[src/rtl/core/acpu_pkg.sv]
// Shared types and constants for the 8-bit accumulator machine.
package acpu_pkg;

  localparam int unsigned DATA_W    = 8;
  localparam int unsigned OP_W      = 2;
  localparam int unsigned CFG_IDX_W = 1;

  // instruction opcodes
  localparam logic [DATA_W-1:0] OPC_STA = 8'd16;
  localparam logic [DATA_W-1:0] OPC_LDA = 8'd32;
  localparam logic [DATA_W-1:0] OPC_ADD = 8'd48;
  localparam logic [DATA_W-1:0] OPC_OR  = 8'd64;
  localparam logic [DATA_W-1:0] OPC_AND = 8'd80;
  localparam logic [DATA_W-1:0] OPC_NOT = 8'd96;
  localparam logic [DATA_W-1:0] OPC_JMP = 8'd128;
  localparam logic [DATA_W-1:0] OPC_JN  = 8'd144;
  localparam logic [DATA_W-1:0] OPC_JZ  = 8'd160;
  localparam logic [DATA_W-1:0] OPC_OUT = 8'd172;
  localparam logic [DATA_W-1:0] OPC_HLZ = 8'd240;

  // item operation codes
  localparam logic [OP_W-1:0] OP_WRITE   = 2'd0;
  localparam logic [OP_W-1:0] OP_STEP    = 2'd1;
  localparam logic [OP_W-1:0] OP_RESTART = 2'd2;

  // configuration register indexes
  localparam logic [CFG_IDX_W-1:0] CFG_INIT_ACC = 1'b0;
  localparam logic [CFG_IDX_W-1:0] CFG_INIT_PC  = 1'b1;

  typedef enum logic [2:0] {
    ST_CLEAR,   // zero the memory after reset
    ST_IDLE,
    ST_SIMPLE,  // write, restart, halted step, unused op
    ST_OPC,     // read opcode
    ST_ARG,     // opcode back, read operand
    ST_OPND,    // operand back, execute or read data
    ST_DATA     // data back, execute
  } eng_state_t;

endpackage

[src/rtl/core/acpu_ram.sv]
// Generic single-clock RAM, one write port and one registered read port.
module acpu_ram #(
  parameter int unsigned WIDTH = 8,
  parameter int unsigned DEPTH = 256
) (
  input  logic                     clk,
  input  logic                     we,
  input  logic [$clog2(DEPTH)-1:0] waddr,
  input  logic [WIDTH-1:0]         wdata,
  input  logic [$clog2(DEPTH)-1:0] raddr,
  output logic [WIDTH-1:0]         rdata
);

  logic [WIDTH-1:0] mem [DEPTH];

  always_ff @(posedge clk) begin
    if (we) begin
      mem[waddr] <= wdata;
    end
    rdata <= mem[raddr];
  end

endmodule

[src/rtl/core/accumulator_cpu_8bit.sv]
// Top level of the 8-bit accumulator machine: sequencer around one byte memory.
//
//   channel | direction | handshake            | word
//   in_     | in        | in_valid / in_stall  | in_op, in_address, in_data
//   out_    | out       | out_valid / out_stall| out_out_valid .. out_halted
//   cfg_    | in        | cfg_valid / cfg_ready| cfg_index, cfg_data
//
// Write, restart, halted-step and unused-op words pass through ST_SIMPLE alone. A step
// runs opcode read, operand read and execute, plus a data read before execute for
// LDA/ADD/OR/AND, which need a third read of the single memory read port.
// After reset a clearing pass zeroes every memory word; in_stall
// stays high meanwhile, cfg writes are taken at any time.
// The next word is accepted in the cycle the current one retires into the
// output register; a stalled output register holds the engine in its last step.
module accumulator_cpu_8bit #(
  parameter int unsigned MEM_DEPTH = 256
) (
  input  logic                            clk,
  input  logic                            rst_n,
  input  logic                            in_valid,
  output logic                            in_stall,
  input  logic [acpu_pkg::OP_W-1:0]       in_op,
  input  logic [acpu_pkg::DATA_W-1:0]     in_address,
  input  logic [acpu_pkg::DATA_W-1:0]     in_data,
  output logic                            out_valid,
  input  logic                            out_stall,
  output logic                            out_out_valid,
  output logic [acpu_pkg::DATA_W-1:0]     out_out_char,
  output logic [acpu_pkg::DATA_W-1:0]     out_accumulator,
  output logic [acpu_pkg::DATA_W-1:0]     out_program_count,
  output logic                            out_negative,
  output logic                            out_zero,
  output logic                            out_halted,
  input  logic                            cfg_valid,
  output logic                            cfg_ready,
  input  logic [acpu_pkg::CFG_IDX_W-1:0]  cfg_index,
  input  logic [acpu_pkg::DATA_W-1:0]     cfg_data
);

  import acpu_pkg::*;

  localparam int unsigned AW = $clog2(MEM_DEPTH);
  localparam int unsigned NUM_BYTES = 1 << DATA_W;

  // byte address -> memory index, address taken modulo MEM_DEPTH
  typedef logic [AW-1:0] addr_tab_t [NUM_BYTES];

  function automatic addr_tab_t build_addr_tab();
    addr_tab_t t;
    for (int i = 0; i < NUM_BYTES; i++) begin
      t[i] = AW'(i % MEM_DEPTH);
    end
    return t;
  endfunction

  localparam addr_tab_t ADDR_TAB = build_addr_tab();

  eng_state_t        state_r, state_nxt;
  logic [OP_W-1:0]   item_op_r;
  logic [DATA_W-1:0] item_addr_r, item_data_r;
  logic [DATA_W-1:0] acc_r, acc_nxt;
  logic [DATA_W-1:0] pc_r, pc_nxt;
  logic              halt_r, halt_nxt;
  logic [DATA_W-1:0] init_acc_r, init_pc_r;
  logic [DATA_W-1:0] opc_r, opc_nxt;
  logic [DATA_W-1:0] arg_r, arg_nxt;
  logic [AW-1:0]     clr_cnt_r, clr_cnt_nxt;

  logic              out_valid_r;
  logic              out_emit_r;
  logic [DATA_W-1:0] out_char_r, out_acc_r, out_pc_r;
  logic              out_halt_r;

  logic              ram_we;
  logic [AW-1:0]     ram_waddr, ram_raddr;
  logic [DATA_W-1:0] ram_wdata, ram_rdata;

  logic              finish, emit, slot_free, in_accept;
  logic [DATA_W-1:0] pc_p1, pc_p2;

  acpu_ram #(
    .WIDTH (DATA_W),
    .DEPTH (MEM_DEPTH)
  ) u_mem (
    .clk   (clk),
    .we    (ram_we),
    .waddr (ram_waddr),
    .wdata (ram_wdata),
    .raddr (ram_raddr),
    .rdata (ram_rdata)
  );

  assign pc_p1     = pc_r + 8'd1;
  assign pc_p2     = pc_r + 8'd2;
  assign slot_free = !out_valid_r || !out_stall;
  assign in_stall  = !((state_r == ST_IDLE) || finish);
  assign in_accept = in_valid && !in_stall;
  assign cfg_ready = 1'b1;

  always_comb begin
    state_nxt   = state_r;
    acc_nxt     = acc_r;
    pc_nxt      = pc_r;
    halt_nxt    = halt_r;
    opc_nxt     = opc_r;
    arg_nxt     = arg_r;
    clr_cnt_nxt = clr_cnt_r;
    finish      = 1'b0;
    emit        = 1'b0;
    ram_we      = 1'b0;
    ram_waddr   = ADDR_TAB[item_addr_r];
    ram_wdata   = item_data_r;
    ram_raddr   = ADDR_TAB[pc_r];

    case (state_r)
      ST_CLEAR: begin
        ram_we      = 1'b1;
        ram_waddr   = clr_cnt_r;
        ram_wdata   = '0;
        clr_cnt_nxt = clr_cnt_r + 1'b1;
        if (clr_cnt_r == AW'(MEM_DEPTH - 1)) begin
          state_nxt = ST_IDLE;
        end
      end
      ST_IDLE: begin
      end
      ST_SIMPLE: begin
        if (slot_free) begin
          finish = 1'b1;
          case (item_op_r)
            OP_WRITE: begin
              ram_we = 1'b1;
            end
            OP_RESTART: begin
              acc_nxt  = init_acc_r;
              pc_nxt   = init_pc_r;
              halt_nxt = 1'b0;
            end
            default: begin
            end
          endcase
        end
      end
      ST_OPC: begin
        state_nxt = ST_ARG;
      end
      ST_ARG: begin
        opc_nxt   = ram_rdata;
        ram_raddr = ADDR_TAB[pc_p1];
        state_nxt = ST_OPND;
      end
      ST_OPND: begin
        // keep re-reading the operand so it survives an output stall
        ram_raddr = ADDR_TAB[pc_p1];
        case (opc_r)
          OPC_LDA, OPC_ADD, OPC_OR, OPC_AND: begin
            arg_nxt   = ram_rdata;
            ram_raddr = ADDR_TAB[ram_rdata];
            state_nxt = ST_DATA;
          end
          default: begin
            if (slot_free) begin
              finish = 1'b1;
              case (opc_r)
                OPC_STA: begin
                  ram_we    = 1'b1;
                  ram_waddr = ADDR_TAB[ram_rdata];
                  ram_wdata = acc_r;
                  pc_nxt    = pc_p2;
                end
                OPC_NOT: begin
                  acc_nxt = ~acc_r;
                  pc_nxt  = pc_p1;
                end
                OPC_JMP: pc_nxt = ram_rdata;
                OPC_JN:  pc_nxt = acc_r[DATA_W-1] ? ram_rdata : pc_p2;
                OPC_JZ:  pc_nxt = (acc_r == '0) ? ram_rdata : pc_p2;
                OPC_OUT: begin
                  emit   = 1'b1;
                  pc_nxt = pc_p1;
                end
                OPC_HLZ: begin
                  halt_nxt = 1'b1;
                  pc_nxt   = pc_p1;
                end
                default: pc_nxt = pc_p1;
              endcase
            end
          end
        endcase
      end
      ST_DATA: begin
        ram_raddr = ADDR_TAB[arg_r];
        if (slot_free) begin
          finish = 1'b1;
          pc_nxt = pc_p2;
          case (opc_r)
            OPC_LDA: acc_nxt = ram_rdata;
            OPC_ADD: acc_nxt = acc_r + ram_rdata;
            OPC_OR:  acc_nxt = acc_r | ram_rdata;
            OPC_AND: acc_nxt = acc_r & ram_rdata;
            default: begin
            end
          endcase
        end
      end
      default: state_nxt = ST_IDLE;
    endcase

    if (finish) begin
      state_nxt = ST_IDLE;
    end
    // halt as left by the word retiring now decides how a new step runs
    if (in_accept) begin
      state_nxt = (in_op == OP_STEP && !halt_nxt) ? ST_OPC : ST_SIMPLE;
    end
  end

  always_ff @(posedge clk) begin
    if (!rst_n) begin
      state_r     <= ST_CLEAR;
      clr_cnt_r   <= '0;
      acc_r       <= '0;
      pc_r        <= '0;
      halt_r      <= 1'b0;
      init_acc_r  <= '0;
      init_pc_r   <= '0;
      out_valid_r <= 1'b0;
    end else begin
      state_r   <= state_nxt;
      clr_cnt_r <= clr_cnt_nxt;
      acc_r     <= acc_nxt;
      pc_r      <= pc_nxt;
      halt_r    <= halt_nxt;
      if (cfg_valid && cfg_ready) begin
        case (cfg_index)
          CFG_INIT_ACC: init_acc_r <= cfg_data;
          CFG_INIT_PC:  init_pc_r  <= cfg_data;
          default: begin
          end
        endcase
      end
      if (finish) begin
        out_valid_r <= 1'b1;
      end else if (out_valid_r && !out_stall) begin
        out_valid_r <= 1'b0;
      end
    end
  end

  always_ff @(posedge clk) begin
    opc_r <= opc_nxt;
    arg_r <= arg_nxt;
    if (in_accept) begin
      item_op_r   <= in_op;
      item_addr_r <= in_address;
      item_data_r <= in_data;
    end
    if (finish) begin
      out_emit_r <= emit;
      out_char_r <= emit ? acc_r : '0;
      out_acc_r  <= acc_nxt;
      out_pc_r   <= pc_nxt;
      out_halt_r <= halt_nxt;
    end
  end

  assign out_valid         = out_valid_r;
  assign out_out_valid     = out_emit_r;
  assign out_out_char      = out_char_r;
  assign out_accumulator   = out_acc_r;
  assign out_program_count = out_pc_r;
  assign out_negative      = out_acc_r[DATA_W-1];
  assign out_zero          = (out_acc_r == '0);
  assign out_halted        = out_halt_r;

  a_clear_blocks_input: assert property (@(posedge clk) disable iff (!rst_n)
    (state_r == ST_CLEAR) |-> in_stall)
    else $error("word accepted during memory clear");

  a_write_only_at_retire: assert property (@(posedge clk) disable iff (!rst_n)
    (ram_we && state_r != ST_CLEAR) |-> finish)
    else $error("memory written outside the retiring step");

  a_pc_holds_mid_word: assert property (@(posedge clk) disable iff (!rst_n)
    !finish |=> $stable(pc_r))
    else $error("program counter moved before the word retired");

  a_retire_into_free_slot: assert property (@(posedge clk) disable iff (!rst_n)
    finish |-> (!out_valid_r || !out_stall))
    else $error("output register overwritten while stalled");

  a_char_zero_without_out: assert property (@(posedge clk) disable iff (!rst_n)
    (out_valid_r && !out_emit_r) |-> (out_char_r == '0))
    else $error("character byte nonzero without OUT");

endmodule
[config.mk]
export PLATFORM = sky130hd
export DESIGN_NAME = accumulator_cpu_8bit
export DESIGN_NICKNAME = d
export VERILOG_FILES = /design/src/rtl/core/acpu_pkg.sv /design/src/rtl/core/acpu_ram.sv /design/src/rtl/core/accumulator_cpu_8bit.sv
export SDC_FILE = /design/constraint.sdc
export NUM_CORES = 2
export LEC_CHECK = 0
export ABC_AREA = 0
export BUFFER_PORTS_ARGS = -buffer_cell sky130_fd_sc_hd__buf_2
export CAP_MARGIN = 20
export CORE_UTILIZATION = 50
export CTS_CLUSTER_SIZE = 16
export DETAILED_ROUTE_END_ITERATION = 10
export PLACE_DENSITY = 0.72
export SLEW_MARGIN = 20
export SYNTH_ARGS = -nofsm -noshare
export SYNTH_HDL_FRONTEND = slang
export SYNTH_HIERARCHICAL = 1
export SYNTH_SLANG_ARGS = --single-unit
[constraint.sdc]
create_clock -name clk -period 28 [get_ports clk]
set_clock_uncertainty 0.15 [all_clocks]
set_input_delay 2.8 -clock clk [delete_from_list [all_inputs] [get_ports clk]]
set_output_delay 2.8 -clock clk [all_outputs]
set_load 0.005 [all_outputs]
==> flow_metrics.py <==
metrics = {
    "clock_tree": {
        "clockBufferDepth": 3,
        "cts-root-buf": "clkbuf_16",
        "cts_made_buffers": 203,
        "clk_latency_ns": 0.87,
        "holdBufCountCts": 0,
        "cts_tree": "done",
        "clock_sinks": 2161,
        "clk_pin_slew_worst_paths_ns": 0.06,
        "h-tree-depth": 4,
        "cts_setup_buffers": 0,
        "cts-resized-gates": 0,
    },
    "global_route": {
        "grt_pass1_vias": 44100,
        "grt_overflow_total": 0,
        "busiest_layer": "met2",
        "grt_util_met1_pct": 34.2,
        "grt_use_met3_pct": 5.96,
        "antenna_found_initial": 4,
        "grt_pass1_wl_um": 309000,
        "grt_max_degree": 192,
        "gr-usage-met2_pct": 37.5,
        "grt_util_all_layers_pct": 24.6,
    },
    "logic_synthesis": {
        "synthCells": 4428,
        "yosysTopAreaCellShare_pct": 73.8,
        "synth_seq_cells": 2161,
        "ys_async_sr_fraction_pct": 0,
        "seq_area_frac_synth_pct": 75.0,
        "ys_warn_count": 6,
        "yosysTopAreaCell": "edfxtp_1",
        "ys.flop_type": "edfxtp_1",
        "ys_types": 91,
        "syn-num-nets": 4480,
        "synth_edf_count": 2108,
        "syn_area_um2": 85800,
        "synth_area_leaders": "edfxtp_1, mux4_2, mux2i_1",
        "syn_area_per_cell_um2": 19.4,
    },
    "status": {
        "status": "completed",
    },
    "die": {
        "die_h_um": 416,
        "core_area_um2": 170000,
        "start_util_pct": 50.5,
        "die-area_um2": 173000,
        "pin_count": 63,
        "die_w_um": 416,
        "row_count": 151,
    },
    "critical_path": {
        "cp_num_buf_inv": 2,
        "path_delay_family": "simple AND/OR/NAND/NOR gates",
        "path_class": "input port to register",
        "crit_path_end_kind": "register",
        "crit_path_max_fanout": 25,
        "worst_ep_arrival_time_ns": 7.73,
        "required_ns": 28.32,
        "start_kind": "input port",
        "worstPathCellList": "buf_2 > nand2_1 > nand2_1 > nor2_2 > and4_4 > nor2_2 > a221o_1 > nor2b_1 > nand3_1 > buf_4 > nor2_1",
        "cpPeakStageDelay_ns": 0.89,
        "cpMaxStageDelayCell": "nand3_1",
    },
    "cells_and_area": {
        "finalNetCount": 4557,
        "final_util_pct": 55.9,
        "layout_common_cells": "edfxtp_1, mux4_2, nor2_1, clkbuf_16, a21oi_1",
        "fill_cells": 12300,
        "drive_gt1_share_pct": 20.8,
        "finalInstanceArea_um2": 95000,
        "area_growth_pct": 10.7,
        "stdcell_count": 6897,
        "final_common_cell": "edfxtp_1",
    },
    "power": {
        "leakage_nw": 28.8,
        "vdd_drop_max_mv": 0.109,
        "power.density_nw_per_um2": 91.8,
        "power.total_mw": 8.72,
    },
    "detailed_routing": {
        "drt-pass1-iter-count": 8,
        "drc": 0,
        "first_iter_violations": 6425,
        "wl_per_cell_um": 30.9,
        "wirelength_um": 213000,
        "vias": 44900,
        "postRouteAntennaNets": 0,
        "via_per_inst": 6.52,
    },
    "timing": {
        "final-setup-viol-count": 0,
        "tns_ns": 0,
        "clock.fmax_mhz": 135,
        "drv_slew": 0,
        "worst_pin_slew_ns": 1.23,
        "grt_setup_unrepaired": "no",
        "whs_ns": 0.314,
        "maxSlewHeadroom_pct": 17.2,
        "period_needed_ns": 7.41,
        "worst_slack_ns": 20.59,
        "timing.final.hold_violations": 0,
        "period_share_pct": 26.5,
    },
    "place": {
        "dp_hpwl_um": 128000,
        "io_buffers": 61,
        "gp_congestion": 0.944,
        "dp_cells": 6517,
        "place_area_um2": 88300,
        "preCtsSetupSlack_ns": 19.95,
    },
    "flow_run": {
        "drv_cap": 0,
    },
    "hold_path": {
        "hp-class": "register to register",
    },
}
==> Yosys cell counts, types with 4 or more instances <==
library cell / count
a211oi_1: 26
a21o_1: 9
a21oi_1: 151
a221o_1: 5
a221oi_1: 19
a22o_1: 16
a22oi_1: 138
a31oi_1: 11
and2_1: 17
and3b_1: 5
buf_1: 25
buf_12: 8
buf_2: 35
buf_4: 29
buf_6: 24
buf_8: 13
clkbuf_1: 147
dfxtp_1: 53
edfxtp_1: 2108
ha_1: 19
inv_1: 34
mux2i_1: 139
mux4_2: 454
nand2_1: 138
nand2b_1: 18
nand3_1: 59
nand3b_1: 5
nand4_1: 16
nor2_1: 326
nor2b_1: 36
nor3_1: 31
nor4_1: 37
o211ai_1: 15
o21ai_0: 42
o221ai_1: 51
o22a_1: 6
o22ai_1: 34
o31ai_1: 4
o32ai_1: 7
or2_2: 7
or3_1: 4
xnor2_1: 17
xor2_1: 7
==> layout make-up <==
cell class	instances	area (µm²)	share of cell area, %
clock inverter	120	1290	1.36
multi-input combinational	1950	19900	21.0
timing repair buffer	153	1120	1.18
tap	2218	2780	2.92
clock buffer	256	5330	5.61
antenna	3	7.51	0.00791
inverter	36	135	0.142
sequential	2161	64400	67.8
==> final timing paths <==
kind                      start           endpoint  slack (ns)  cells after the start
setup / recovery      out_stall  u_mem/mem[244][3]       20.59                     11
hold / removal    init_acc_r[6]      init_acc_r[6]        0.31                      2
setup reg to reg     state_r[0]     u_mem/rdata[5]       20.65                     11
hold reg to reg   init_acc_r[6]      init_acc_r[6]        0.31                      2
==> registers in the layout (all words and copies together) (netlist names), 3 cells and up <==
name,count
acc_r,8
arg_r,8
clr_cnt_r,8
init_acc_r,8
init_pc_r,8
item_addr_r,8
item_data_r,8
opc_r,8
out_accumulator,8
out_out_char,8
out_program_count,8
pc_r,8
state_r,3
u_mem/mem,2048
u_mem/rdata,8
==> worst min-delay path, cell delays in order, from the launching register on <==
cell and delay, ns:
dfxtp_1 0.31, nand2_1 0.05, a21oi_1 0.05
==> metal layers <==
metal,wire [µm],vias to the layer above
li1,-,18400
met1,81800,23300
met2,98900,2769
met3,23400,452
met4,9010,6
met5,36,-
==> cells by family after synthesis <==
kind of cell    count (synthesis)  share of synthesized area, %
compound gates                580                          4.72
xor+xnor                       24                         0.245
fa+ha+maj                      20                         0.300
buf+inv                       317                          2.10
flops                        2161                          75.0
mux                           598                          13.6
other cells                     1                       0.00437
simple gates                  727                          3.97
==> report_power, final <==
part	internal (mW)	leakage, nW	switching, mW
logic	0.568	5.78	1.32
registers	4.03	19.8	0.0600
clock network	1.54	3.22	1.20
total	6.14	28.8	2.58
Power figures use the tool's default switching activity.
